--- config.mk ---
export PLATFORM = sky130hd
export DESIGN_NAME = pending_reply_table_with_lifetime_top
export DESIGN_NICKNAME = d
export VERILOG_FILES = /design/src/rtl/core/prt_pkg.sv /design/src/rtl/core/prt_table_mem.sv /design/src/rtl/core/prt_engine.sv /design/src/rtl/core/pending_reply_table_with_lifetime_top.sv
export SDC_FILE = /design/constraint.sdc
export NUM_CORES = 1
export LEC_CHECK = 0
export BUFFER_PORTS_ARGS = -buffer_cell sky130_fd_sc_hd__buf_2
export CORE_MARGIN = 2
export CORE_UTILIZATION = 53
export DETAILED_ROUTE_END_ITERATION = 10
export PLACE_DENSITY_LB_ADDON = 0.1
export SETUP_SLACK_MARGIN = 0.02
export SYNTH_ARGS = -nofsm -noshare
export SYNTH_HDL_FRONTEND = slang
export SYNTH_SLANG_ARGS = --single-unit
--- constraint.sdc ---
create_clock -name aclk -period 4.42 [get_ports aclk]
set_input_delay 0 -clock aclk [delete_from_list [all_inputs] [get_ports aclk]]
set_output_delay 0 -clock aclk [all_outputs]
set_load 0.01 [all_outputs]
--- src/rtl/core/prt_pkg.sv ---
// ----------------------------------------------------------------------------
// prt_pkg
// Shared types, codes and reset values of the pending reply table.
// ----------------------------------------------------------------------------
package prt_pkg;

    localparam int DEFAULT_TABLE_DEPTH = 16;

    localparam int MODE_W   = 2;
    localparam int CMD_W    = 16;
    localparam int RES_W    = 8;
    localparam int LIFE_W   = 8;
    localparam int STATUS_W = 2;
    localparam int EXP_W    = 5;
    localparam int CFG_IDX_W = 8;
    localparam int CFG_DATA_W = 16;

    localparam logic [MODE_W-1:0] MODE_ADD  = 2'd0;
    localparam logic [MODE_W-1:0] MODE_GET  = 2'd1;
    localparam logic [MODE_W-1:0] MODE_TICK = 2'd2;

    localparam logic [STATUS_W-1:0] STATUS_OK      = 2'd0;
    localparam logic [STATUS_W-1:0] STATUS_IGNORED = 2'd1;
    localparam logic [STATUS_W-1:0] STATUS_FULL    = 2'd2;
    localparam logic [STATUS_W-1:0] STATUS_MISSING = 2'd3;

    localparam logic [CFG_IDX_W-1:0] REG_LIFETIME = 8'd0;
    localparam logic [CFG_IDX_W-1:0] REG_DROP     = 8'd1;

    localparam logic [LIFE_W-1:0] LIFETIME_RESET = 8'd10;
    localparam logic [CMD_W-1:0]  DROP_RESET     = 16'd25601;
    localparam logic [EXP_W-1:0]  EXP_MAX        = 5'd31;

    typedef struct packed {
        logic [CMD_W-1:0]  command;
        logic [RES_W-1:0]  result;
        logic [LIFE_W-1:0] life;
    } rec_t;

    typedef struct packed {
        logic [MODE_W-1:0] mode;
        logic [CMD_W-1:0]  command;
        logic [RES_W-1:0]  result_code;
    } req_t;

    typedef struct packed {
        logic [STATUS_W-1:0] status;
        logic [RES_W-1:0]    found_result;
        logic [EXP_W-1:0]    expired_count;
    } rsp_t;

    typedef struct packed {
        logic [LIFE_W-1:0] entry_lifetime;
        logic [CMD_W-1:0]  drop_command;
    } cfg_t;

endpackage

--- src/rtl/core/prt_table_mem.sv ---
// ----------------------------------------------------------------------------
// prt_table_mem
// Record store: one write port, one read port, registered read data.
// ----------------------------------------------------------------------------
module prt_table_mem #(
    parameter int DEPTH = prt_pkg::DEFAULT_TABLE_DEPTH
) (
    input  logic                     aclk,
    input  logic                     we,
    input  logic [$clog2(DEPTH)-1:0] waddr,
    input  prt_pkg::rec_t            wdata,
    input  logic [$clog2(DEPTH)-1:0] raddr,
    output prt_pkg::rec_t            rdata
);
    import prt_pkg::*;

    rec_t mem [DEPTH];
    rec_t rdata_reg;

    always_ff @(posedge aclk) begin
        if (we) begin
            mem[waddr] <= wdata;
        end
        rdata_reg <= mem[raddr];
    end

    assign rdata = rdata_reg;

endmodule

--- src/rtl/core/prt_engine.sv ---
// ----------------------------------------------------------------------------
// prt_engine
// Sequencer: add, scan-and-compact for get, age-and-compact for tick.
// ----------------------------------------------------------------------------
module prt_engine #(
    parameter int DEPTH = prt_pkg::DEFAULT_TABLE_DEPTH
) (
    input  logic          aclk,
    input  logic          aresetn,
    input  prt_pkg::cfg_t cfg,
    input  logic          req_valid,
    output logic          req_ready,
    input  prt_pkg::req_t req,
    output logic          rsp_valid,
    input  logic          rsp_ready,
    output prt_pkg::rsp_t rsp
);
    import prt_pkg::*;

    localparam int IW = $clog2(DEPTH);
    localparam int CW = $clog2(DEPTH + 1);

    localparam logic [2:0] ST_IDLE  = 3'd0;
    localparam logic [2:0] ST_SCAN  = 3'd1;
    localparam logic [2:0] ST_SHIFT = 3'd2;
    localparam logic [2:0] ST_TICK  = 3'd3;
    localparam logic [2:0] ST_DONE  = 3'd4;

    logic [2:0]    state_reg, state_next;
    req_t          req_reg, req_next;
    rsp_t          rsp_reg, rsp_next;
    logic [CW-1:0] cnt_reg, cnt_next;
    logic [CW-1:0] rd_ptr_reg, rd_ptr_next;
    logic [CW-1:0] wr_ptr_reg, wr_ptr_next;
    logic [IW-1:0] didx_reg, didx_next;
    logic          dv_reg, dv_next;

    logic          mem_we;
    logic [IW-1:0] mem_waddr;
    rec_t          mem_wdata;
    logic [IW-1:0] mem_raddr;
    rec_t          mem_rdata;
    logic          issue;
    logic [LIFE_W-1:0] life_dec;

    prt_table_mem #(.DEPTH(DEPTH)) u_mem (
        .aclk  (aclk),
        .we    (mem_we),
        .waddr (mem_waddr),
        .wdata (mem_wdata),
        .raddr (mem_raddr),
        .rdata (mem_rdata)
    );

    assign life_dec = mem_rdata.life - LIFE_W'(1);

    always_comb begin
        state_next  = state_reg;
        req_next    = req_reg;
        rsp_next    = rsp_reg;
        cnt_next    = cnt_reg;
        rd_ptr_next = rd_ptr_reg;
        wr_ptr_next = wr_ptr_reg;
        didx_next   = rd_ptr_reg[IW-1:0];
        dv_next     = 1'b0;
        mem_we      = 1'b0;
        mem_waddr   = wr_ptr_reg[IW-1:0];
        mem_wdata   = mem_rdata;
        mem_raddr   = rd_ptr_reg[IW-1:0];
        issue       = 1'b0;

        if (state_reg == ST_SCAN || state_reg == ST_SHIFT || state_reg == ST_TICK) begin
            issue = (rd_ptr_reg < cnt_reg);
            dv_next = issue;
            if (issue) begin
                rd_ptr_next = rd_ptr_reg + CW'(1);
            end
        end

        unique case (state_reg)
            ST_IDLE: begin
                if (req_valid) begin
                    req_next = req;
                    rsp_next = '{status: STATUS_IGNORED, found_result: '0, expired_count: '0};
                    state_next = ST_DONE;
                    rd_ptr_next = CW'(1);
                    wr_ptr_next = '0;
                    mem_raddr = '0;
                    didx_next = '0;
                    case (req.mode)
                        MODE_ADD: begin
                            if (req.command == '0 || req.command == cfg.drop_command) begin
                                rsp_next.status = STATUS_IGNORED;
                            end else if (cnt_reg == CW'(DEPTH)) begin
                                rsp_next.status = STATUS_FULL;
                            end else begin
                                mem_we = 1'b1;
                                mem_waddr = cnt_reg[IW-1:0];
                                mem_wdata = '{command: req.command, result: req.result_code,
                                              life: cfg.entry_lifetime};
                                cnt_next = cnt_reg + CW'(1);
                                rsp_next.status = STATUS_OK;
                            end
                        end
                        MODE_GET: begin
                            rsp_next.status = STATUS_MISSING;
                            if (cnt_reg != '0) begin
                                dv_next = 1'b1;
                                state_next = ST_SCAN;
                            end
                        end
                        MODE_TICK: begin
                            rsp_next.status = STATUS_OK;
                            if (cnt_reg != '0) begin
                                dv_next = 1'b1;
                                state_next = ST_TICK;
                            end
                        end
                        default: begin
                            rsp_next.status = STATUS_IGNORED;
                        end
                    endcase
                end
            end
            ST_SCAN: begin
                if (dv_reg && mem_rdata.command == req_reg.command) begin
                    rsp_next.status = STATUS_OK;
                    rsp_next.found_result = mem_rdata.result;
                    wr_ptr_next = CW'(didx_reg);
                    state_next = ST_SHIFT;
                end else if (!issue) begin
                    state_next = ST_DONE;
                end
            end
            ST_SHIFT: begin
                if (dv_reg) begin
                    mem_we = 1'b1;
                    mem_wdata = mem_rdata;
                    wr_ptr_next = wr_ptr_reg + CW'(1);
                end
                if (!issue) begin
                    cnt_next = cnt_reg - CW'(1);
                    state_next = ST_DONE;
                end
            end
            ST_TICK: begin
                if (dv_reg) begin
                    if (life_dec == '0) begin
                        if (rsp_reg.expired_count != EXP_MAX) begin
                            rsp_next.expired_count = rsp_reg.expired_count + EXP_W'(1);
                        end
                    end else begin
                        mem_we = 1'b1;
                        mem_wdata = '{command: mem_rdata.command, result: mem_rdata.result,
                                      life: life_dec};
                        wr_ptr_next = wr_ptr_reg + CW'(1);
                    end
                end
                if (!issue) begin
                    cnt_next = wr_ptr_next;
                    state_next = ST_DONE;
                end
            end
            ST_DONE: begin
                if (rsp_ready) begin
                    state_next = ST_IDLE;
                end
            end
            default: begin
                state_next = ST_IDLE;
            end
        endcase
    end

    always_ff @(posedge aclk) begin
        if (!aresetn) begin
            state_reg  <= ST_IDLE;
            cnt_reg    <= '0;
            dv_reg     <= 1'b0;
            rd_ptr_reg <= '0;
            wr_ptr_reg <= '0;
        end else begin
            state_reg  <= state_next;
            cnt_reg    <= cnt_next;
            dv_reg     <= dv_next;
            rd_ptr_reg <= rd_ptr_next;
            wr_ptr_reg <= wr_ptr_next;
        end
        req_reg  <= req_next;
        rsp_reg  <= rsp_next;
        didx_reg <= didx_next;
    end

    assign req_ready = (state_reg == ST_IDLE);
    assign rsp_valid = (state_reg == ST_DONE);
    assign rsp       = rsp_reg;

    a_cnt_bound: assert property (@(posedge aclk) disable iff (!aresetn)
        cnt_reg <= CW'(DEPTH))
        else $error("fill count above table depth");

    a_idle_no_read: assert property (@(posedge aclk) disable iff (!aresetn)
        (state_reg == ST_IDLE || state_reg == ST_DONE) |-> !dv_reg)
        else $error("read data pending outside a sweep");

    a_wr_behind_rd: assert property (@(posedge aclk) disable iff (!aresetn)
        (dv_reg && (state_reg == ST_SHIFT || state_reg == ST_TICK))
            |-> wr_ptr_reg <= CW'(didx_reg))
        else $error("compaction write overtakes read");

    a_shift_nonempty: assert property (@(posedge aclk) disable iff (!aresetn)
        state_reg == ST_SHIFT |-> cnt_reg != '0)
        else $error("removal from empty table");

    a_rd_bound: assert property (@(posedge aclk) disable iff (!aresetn)
        (state_reg == ST_SCAN || state_reg == ST_SHIFT || state_reg == ST_TICK)
            |-> rd_ptr_reg <= cnt_reg)
        else $error("sweep read past fill count");

endmodule

--- src/rtl/core/pending_reply_table_with_lifetime_top.sv ---
// ----------------------------------------------------------------------------
// pending_reply_table_with_lifetime_top
// Age-ordered reply table with per-record lifetime, stream in and out.
//
//   channel  | direction | word contents
//   s_       | in        | tuser: mode; tdata: command, result_code
//   m_       | out       | tuser: status; tdata: found_result, expired_count
//   cfg_     | in        | index 0 entry_lifetime, index 1 drop_command
//
// Add, ignored word and unused mode go straight to the response. Get and
// tick sweep the record memory through its single read port, one entry a
// cycle up to the fill count, with compaction behind the read.
// Synchronous active-low reset empties the table at once (fill count).
// A finished word waits in the output register while the next one is taken.
// ----------------------------------------------------------------------------
module pending_reply_table_with_lifetime_top #(
    parameter int TABLE_DEPTH = prt_pkg::DEFAULT_TABLE_DEPTH
) (
    input  logic                             aclk,
    input  logic                             aresetn,
    input  logic                             s_tvalid,
    output logic                             s_tready,
    input  logic [23:0]                      s_tdata,   // command[15:0], result_code[23:16]
    input  logic [prt_pkg::MODE_W-1:0]       s_tuser,   // mode[1:0]
    output logic                             m_tvalid,
    input  logic                             m_tready,
    output logic [15:0]                      m_tdata,   // found_result[7:0], expired_count[12:8]
    output logic [prt_pkg::STATUS_W-1:0]     m_tuser,   // status[1:0]
    input  logic                             cfg_valid,
    output logic                             cfg_ready,
    input  logic [prt_pkg::CFG_IDX_W-1:0]    cfg_index,
    input  logic [prt_pkg::CFG_DATA_W-1:0]   cfg_data
);
    import prt_pkg::*;

    cfg_t cfg_reg, cfg_next;
    req_t req;
    rsp_t rsp, out_reg;
    logic rsp_valid, rsp_ready;
    logic m_tvalid_reg, m_tvalid_next;

    always_comb begin
        cfg_next = cfg_reg;
        if (cfg_valid) begin
            case (cfg_index)
                REG_LIFETIME: cfg_next.entry_lifetime = cfg_data[LIFE_W-1:0];
                REG_DROP:     cfg_next.drop_command   = cfg_data[CMD_W-1:0];
                default: ;
            endcase
        end
    end

    assign req = '{mode: s_tuser, command: s_tdata[15:0], result_code: s_tdata[23:16]};

    prt_engine #(.DEPTH(TABLE_DEPTH)) u_engine (
        .aclk      (aclk),
        .aresetn   (aresetn),
        .cfg       (cfg_reg),
        .req_valid (s_tvalid),
        .req_ready (s_tready),
        .req       (req),
        .rsp_valid (rsp_valid),
        .rsp_ready (rsp_ready),
        .rsp       (rsp)
    );

    assign rsp_ready = !m_tvalid_reg || m_tready;

    always_comb begin
        m_tvalid_next = m_tvalid_reg;
        if (rsp_ready) begin
            m_tvalid_next = rsp_valid;
        end
    end

    always_ff @(posedge aclk) begin
        if (!aresetn) begin
            cfg_reg      <= '{entry_lifetime: LIFETIME_RESET, drop_command: DROP_RESET};
            m_tvalid_reg <= 1'b0;
        end else begin
            cfg_reg      <= cfg_next;
            m_tvalid_reg <= m_tvalid_next;
        end
        if (rsp_valid && rsp_ready) begin
            out_reg <= rsp;
        end
    end

    assign cfg_ready = 1'b1;
    assign m_tvalid  = m_tvalid_reg;
    assign m_tuser   = out_reg.status;
    assign m_tdata   = {3'b000, out_reg.expired_count, out_reg.found_result};

endmodule
# ---- After elaboration in Yosys (flattened, before gate mapping)
# Memories as Yosys holds them, arrays and structs flattened. A register that Yosys moved wholly into a read port is not among the register bits.
# Cells that the tools add are included.
dict set report word_totals {
  register_bits 94
  latch_bits 0
  ram_bits 512
  mem_bits_ro 0
  input_bits 55
  output_inout_bits 21
  wordCells 138
  n_memories 1
}
# name depth width rd rd_ports_with_merged_regs wr line
set mem_list {}
lappend mem_list {u_engine.u_mem.mem 16 32 1 1 1 prt_table_mem.sv:17} ;# rec_t mem [DEPTH];
dict set report op_classes {
  addsub 6
  mul 0
  n_div 0
  order_cmp 1
  n_eq_ne 23
  n_shift 0
  muxes 64
  bitwise 0
  n_reduce_logical 27
}
# operator n
set ops {}
lappend ops {{32-bit two-way mux} 4}
lappend ops {{5-bit two-way mux} 18}
lappend ops {{32-bit one-hot mux with 2 select lines} 1}
lappend ops {{16-bit equality test} 2}
lappend ops {{4-bit two-way mux} 7}
lappend ops {{5-bit by 1-bit adder with 5-bit output, second input constant} 4}
lappend ops {{10-bit one-hot mux with 2 select lines} 1}
lappend ops {{5-bit one-hot mux with 4 select lines} 1}
lappend ops {{3-bit two-way mux} 6}
lappend ops {{16-bit logical NOT} 1}
lappend ops {{8-bit logical NOT} 2}
lappend ops {{8-bit two-way mux} 2}
lappend ops {{2-bit != test, second input constant} 8}
lappend ops {{15-bit two-way mux} 1}
lappend ops {{5-bit one-hot mux with 3 select lines} 1}
lappend ops {{1-bit two-way mux} 14}
lappend ops {{3-bit one-hot mux with 4 select lines} 1}
lappend ops {{10-bit two-way mux} 1}
lappend ops {{5-bit one-hot mux with 2 select lines} 1}
lappend ops {{8-bit by 1-bit equality test with 1-bit output, second input constant} 1}
lappend ops {{2-bit by 1-bit != test with 1-bit output, second input constant} 4}
lappend ops {{2-bit AND reduction} 4}
lappend ops {{8-bit by 1-bit subtractor with 8-bit output, second input constant} 1}
lappend ops {{7-bit AND reduction} 1}
lappend ops {{other kinds (26)} 34}

# ---- Depth between registers and ports, before layout
dict set report depth {
  word_depth 8
  depth_mapped 12
  depth_no_buf 11
}

# ---- By module
# From an unflattened synthesis, not the netlist that was laid out.
dict set report unflattened {
  hier_cells 1384
  hier_area_um2 25315.5
}
# mod instances cells_each area_per_inst_um2 seq_area_each_um2
set by_module_without_submodules {}
lappend by_module_without_submodules {prt_table_mem 1 838 19835.3 16015.4}
lappend by_module_without_submodules {prt_engine 1 418 3922.5 1391.3}
lappend by_module_without_submodules {pending_reply_table_with_lifetime_top 1 128 1557.7 950.9}

# ---- Worst setup path before layout
# Ideal clock, no wire load.
dict set report synth_path {
  path_kind {flip-flop to flip-flop}
  startpoint {register u_engine.state_reg[2]}
  endpoint {memory u_engine.u_mem.mem[8][0] (netlist name) (enable)}
  setup_time_ps 461
  arrival_ps 4157
  required_ps 3959
  slack_ps -198
  path_stages_with_launch 8
  n_path_buf 1
  synth_period_minus_slack_ps 4618
  path_cell_list {dfxtp_1 > or3_1 > inv_2 > nand3_1 > nor2_1 > buf_2 > mux2_2 > nor3_1}
}
dict set report synth_via {
  elab_chain_len 4
  word_cells_on_any_way 7
  cone_classes {eq/ne (2); mux (4); reduce/logical (1)}
}
# item line
set synth_rtl {}
lappend synth_rtl {{start: declaration} prt_engine.sv:29} ;# logic [2:0] state_reg, state_next;
lappend synth_rtl {{start signal: assignment} prt_engine.sv:183} ;# state_reg <= state_next;
lappend synth_rtl {{3-bit logical NOT *} --}
lappend synth_rtl {{net s_tready} pending_reply_table_with_lifetime_top.sv:22} ;# output logic s_tready,
lappend synth_rtl {{1-bit one-hot mux with 3 select lines} prt_engine.sv:80} ;# unique case (state_reg)
lappend synth_rtl {{1-bit two-way mux} prt_table_mem.sv:21} ;# if (we) begin
lappend synth_rtl {{1-bit two-way mux (implied by the code)} prt_table_mem.sv:22} ;# mem[waddr] <= wdata;
lappend synth_rtl {{end: declaration} prt_table_mem.sv:17}
# Mark *: on every way through the listed nets, which the timed path passes. The rest lies on a longest branch.

# ---- Worst setup path in the final report
dict set report layout_path {
  startpoint {register u_engine.state_reg[2]}
  endpoint {memory u_engine.u_mem.mem[2][27] (netlist name) (enable)}
}
dict set report layout_via {
  elab_chain_len 4
  word_cells_on_any_way 7
  cone_classes {eq/ne (2); mux (4); reduce/logical (1)}
}
# item line
set layout_rtl {}
lappend layout_rtl {{3-bit by 2-bit equality test with 1-bit output / 3-bit logical NOT (equally long branches)} prt_engine.sv:80}
lappend layout_rtl {{1-bit one-hot mux with 3 select lines} prt_engine.sv:80}
lappend layout_rtl {{1-bit two-way mux} prt_table_mem.sv:21}
lappend layout_rtl {{1-bit two-way mux (implied by the code)} prt_table_mem.sv:22}
# Several ways; a longest one is shown, not always the timed one.

==> impl_metrics.json <==
{
  "status": "finished, final reports clean",
  "cts-resized-gates": 0,
  "syn2layout_area_growth_pct": 14.9,
  "cp.arrival_ns": 3.90,
  "synth_ff_type": "edfxtp_1",
  "rows": 81,
  "grt_max_degree": 114,
  "worst-slew-pin-transition_ns": 1.29,
  "synth_async_sr_flop_share_pct": 0,
  "worstSkewPairLatency_ns": 0.60,
  "netSwitchingPower_uw": 3060,
  "ios": 76,
  "routabilityCongestion": 0.860,
  "core_sq_um": 49200,
  "synth_top_area_cell": "edfxtp_1",
  "rsz0062_at_grt": "no",
  "cts_tree": "built",
  "drive_above_1_share_pct": 20.2,
  "drtIter0Drc": 1399,
  "syn-cell-area_sq_um": 26500,
  "hold_slack_ns": 0.0359,
  "dieArea_sq_um": 51700,
  "drc": 0,
  "initial_core_util_pct": 53.9,
  "netlist_top_cells_count": "558 x edfxtp_1, 147 x o21ai_0, 121 x mux2_2, 120 x a21oi_1, 98 x mux2i_1",
  "fin_worst_skew_ns": 0.0309,
  "gr-usage-all-layers_pct": 24.7,
  "overflow": 0,
  "drv_slew": 0,
  "hp-class": "in2reg",
  "path_clk_slew_ns": 0.06,
  "diodes": 0,
  "whs_path_depth": 2,
  "r2r-end": "u_engine.u_mem.mem[2][27]$_DFFE_PP_",
  "drtAntennaViolNets": 0,
  "end_kind": "flop",
  "start_kind": "flop",
  "clkPwrFrac_pct": 41.4,
  "wl_microns": 62800,
  "max-vdd-ir-drop_mv": 0.236,
  "worstHoldStart": "s_tdata[18]",
  "syn_inst": 1772,
  "die_x_microns": 227,
  "die_height_microns": 227,
  "final_util_pct": 61.9,
  "port_buffers": 71,
  "cts_root_buf": "clkbuf_16",
  "ys_warn_count": 0,
  "hpwlAfterDp_microns": 35100,
  "wl_per_cell_microns": 24.0,
  "cp.required_ns": 4.68,
  "cts_buffer_depth": 3,
  "crit_fanout": 32,
  "finalCriticalPeriod_ns": 3.64,
  "ys_ff_latch": 638,
  "dr.pass1.iters": 5,
  "final_nets": 1971,
  "nFillCells": 3632,
  "max_freq_mhz": 275,
  "synth_top_cell_area_share_pct": 63.3,
  "synth_cell_types": 62,
  "finalCritPeriodShare_pct": 82.4,
  "combPwrFrac_pct": 7.8,
  "critical_path_class": "reg2reg",
  "rrSetupSlack_ns": 0.78,
  "pwr-share-seq_pct": 50.9,
  "viasPerCell": 5.93,
  "slew_headroom_pct": 11.9,
  "power_leakage_uw": 0.0106,
  "r2r-start": "u_engine.state_reg[2]$_SDFFE_PN0P_",
  "synth_edf_count": 558,
  "swShare_pct": 22.4,
  "ys_seq_area_share_pct": 69.4,
  "power.internal_uw": 10600,
  "holdPathEnd": "u_engine.u_mem.mem[4][10]$_DFFE_PP_",
  "cap_violations": 0,
  "largest_reg_flops": 512,
  "vias": 15522,
  "finalSetupTns_ns": 0,
  "grt_pass1_vias": 15387,
  "antenna_found_initial": 0,
  "synth_area_per_cell_sq_um": 14.9,
  "grt_pass1_wl_microns": 93800,
  "cts_buffers": 69,
  "clkSinkCount": 638,
  "power_density_nw_per_um2": 449,
  "r2r_cells": 7,
  "finalHoldViolCount": 0,
  "setup_viol": 0,
  "htreeDepth": 3,
  "synth.top_cells.by_area": "edfxtp_1 63%, dfxtp_1 6.1%, mux2_2 5.1%",
  "synth.most_common_cell": "edfxtp_1"
}
[logic make-up after synthesis]
family / Yosys count / synth area share, %
flops: 638 / 69.4
compound gates: 379 / 8.34
simple gates: 306 / 6.12
mux: 251 / 11.6
buf+inv: 131 / 2.16
xor+xnor: 47 / 1.56
fa+ha+maj: 18 / 0.879
other cells: 2 / 0.0284
[placed cells by master (no fill, tap or decap), types with 10 or more instances in the layout]
cell / instances
a21oi_1: 120
a31oi_1: 35
and2_0: 32
and2_1: 11
buf_2: 71
buf_4: 37
clkbuf_1: 27
clkbuf_16: 72
clkinv_2: 11
dfxtp_1: 77
dlygate4sd3_1: 52
edfxtp_1: 558
ha_1: 17
inv_1: 17
mux2_2: 121
mux2i_1: 98
mux4_2: 32
nand2_1: 63
nand3_1: 45
nor2_1: 29
nor2b_1: 58
nor3_2: 14
nor4_1: 10
o21ai_0: 147
o221ai_1: 33
xnor2_1: 36
xor2_1: 11
[per-layer routing]
layer | vias up | wire [microns] | GRT usage [%]
li1 | 7085 | - | -
met2 | 513 | 30100 | 40.6
met1 | 7819 | 27100 | 33.7
met3 | 105 | 4020 | 3.91
met4 | 0 | 1570 | 8.39
met5 | - | 0 | 0
[worst max-delay path, stage by stage (launching register included)]
cell and delay [ns]:
dfxtp_1 0.41, or3_1 0.50, inv_2 0.14, nand3_1 0.14, nor2_4 0.49, mux2i_1 1.10
nor3_2 0.11, buf_4 0.38
[per-stage QoR]
stage | total power [uW] | area [sq um] | std cells | setup slack (ns)
after floorplan | 7700 | 26500 | 1774 | -0.198
after global placement | 8080 | 27700 | 2439 | 0.963
after detailed placement | 8110 | 27700 | 2439 | 0.856
after CTS | 13800 | 30400 | 2619 | 0.830
after global routing | 14100 | 30400 | 2619 | 0.633
final | 13700 | 30400 | 2619 | 0.777
[worst max path at each step]
| stage | from | endpoint | slack [ns] | depth (start not counted) |
|---|---|---|---|---|
| 3_3_place_gp | u_engine.state_reg[2]$_SDFFE_PN0P_ | u_engine.u_mem.mem[11][26]$_DFFE_PP_ | 0.96 | 8 |
| 5_1_grt | u_engine.state_reg[2]$_SDFFE_PN0P_ | u_engine.u_mem.mem[3][16]$_DFFE_PP_ | 0.63 | 7 |
| 6_report | u_engine.state_reg[2]$_SDFFE_PN0P_ | u_engine.u_mem.mem[2][27]$_DFFE_PP_ | 0.78 | 7 |
| 3_5_place_dp | u_engine.state_reg[2]$_SDFFE_PN0P_ | u_engine.u_mem.mem[9][26]$_DFFE_PP_ | 0.86 | 8 |
| 2_1_floorplan | u_engine.state_reg[2]$_SDFFE_PN0P_ | u_engine.u_mem.mem[8][0]$_DFFE_PP_ | -0.20 | 7 |
| 4_1_cts | u_engine.state_reg[2]$_SDFFE_PN0P_ | u_engine.u_mem.mem[2][31]$_DFFE_PP_ | 0.83 | 7 |
[cell type report]
class                           count  area (sq um)  area share [%]
Clock buffer                      103          1960            6.44
Clock inverter                     25           270           0.889
Inverter                           19          71.3           0.234
Multi-Input combinational cell   1005          7660            25.2
Sequential cell                   638         18400            60.4
Tap cell                          664           831            2.73
Timing Repair Buffer              165          1250            4.12
[what timing repair did]
item / CTS / global route
endpoints found under the hold margin: 53 / 0
hold buffers: 52 / 0
buffers inserted: 0 / 0
[power by group through the flow]
stage               clock network (uW)  logic (uW)  registers, uW
CTS                               5760        1070           6940
global placement                     0        1010           7070
global route                      6000        1150           6960
floorplan                            0         689           7010
finish                            5650        1060           6950
detailed placement                   0        1040           7070
Note: power is estimated with default switching activity, not from simulation.
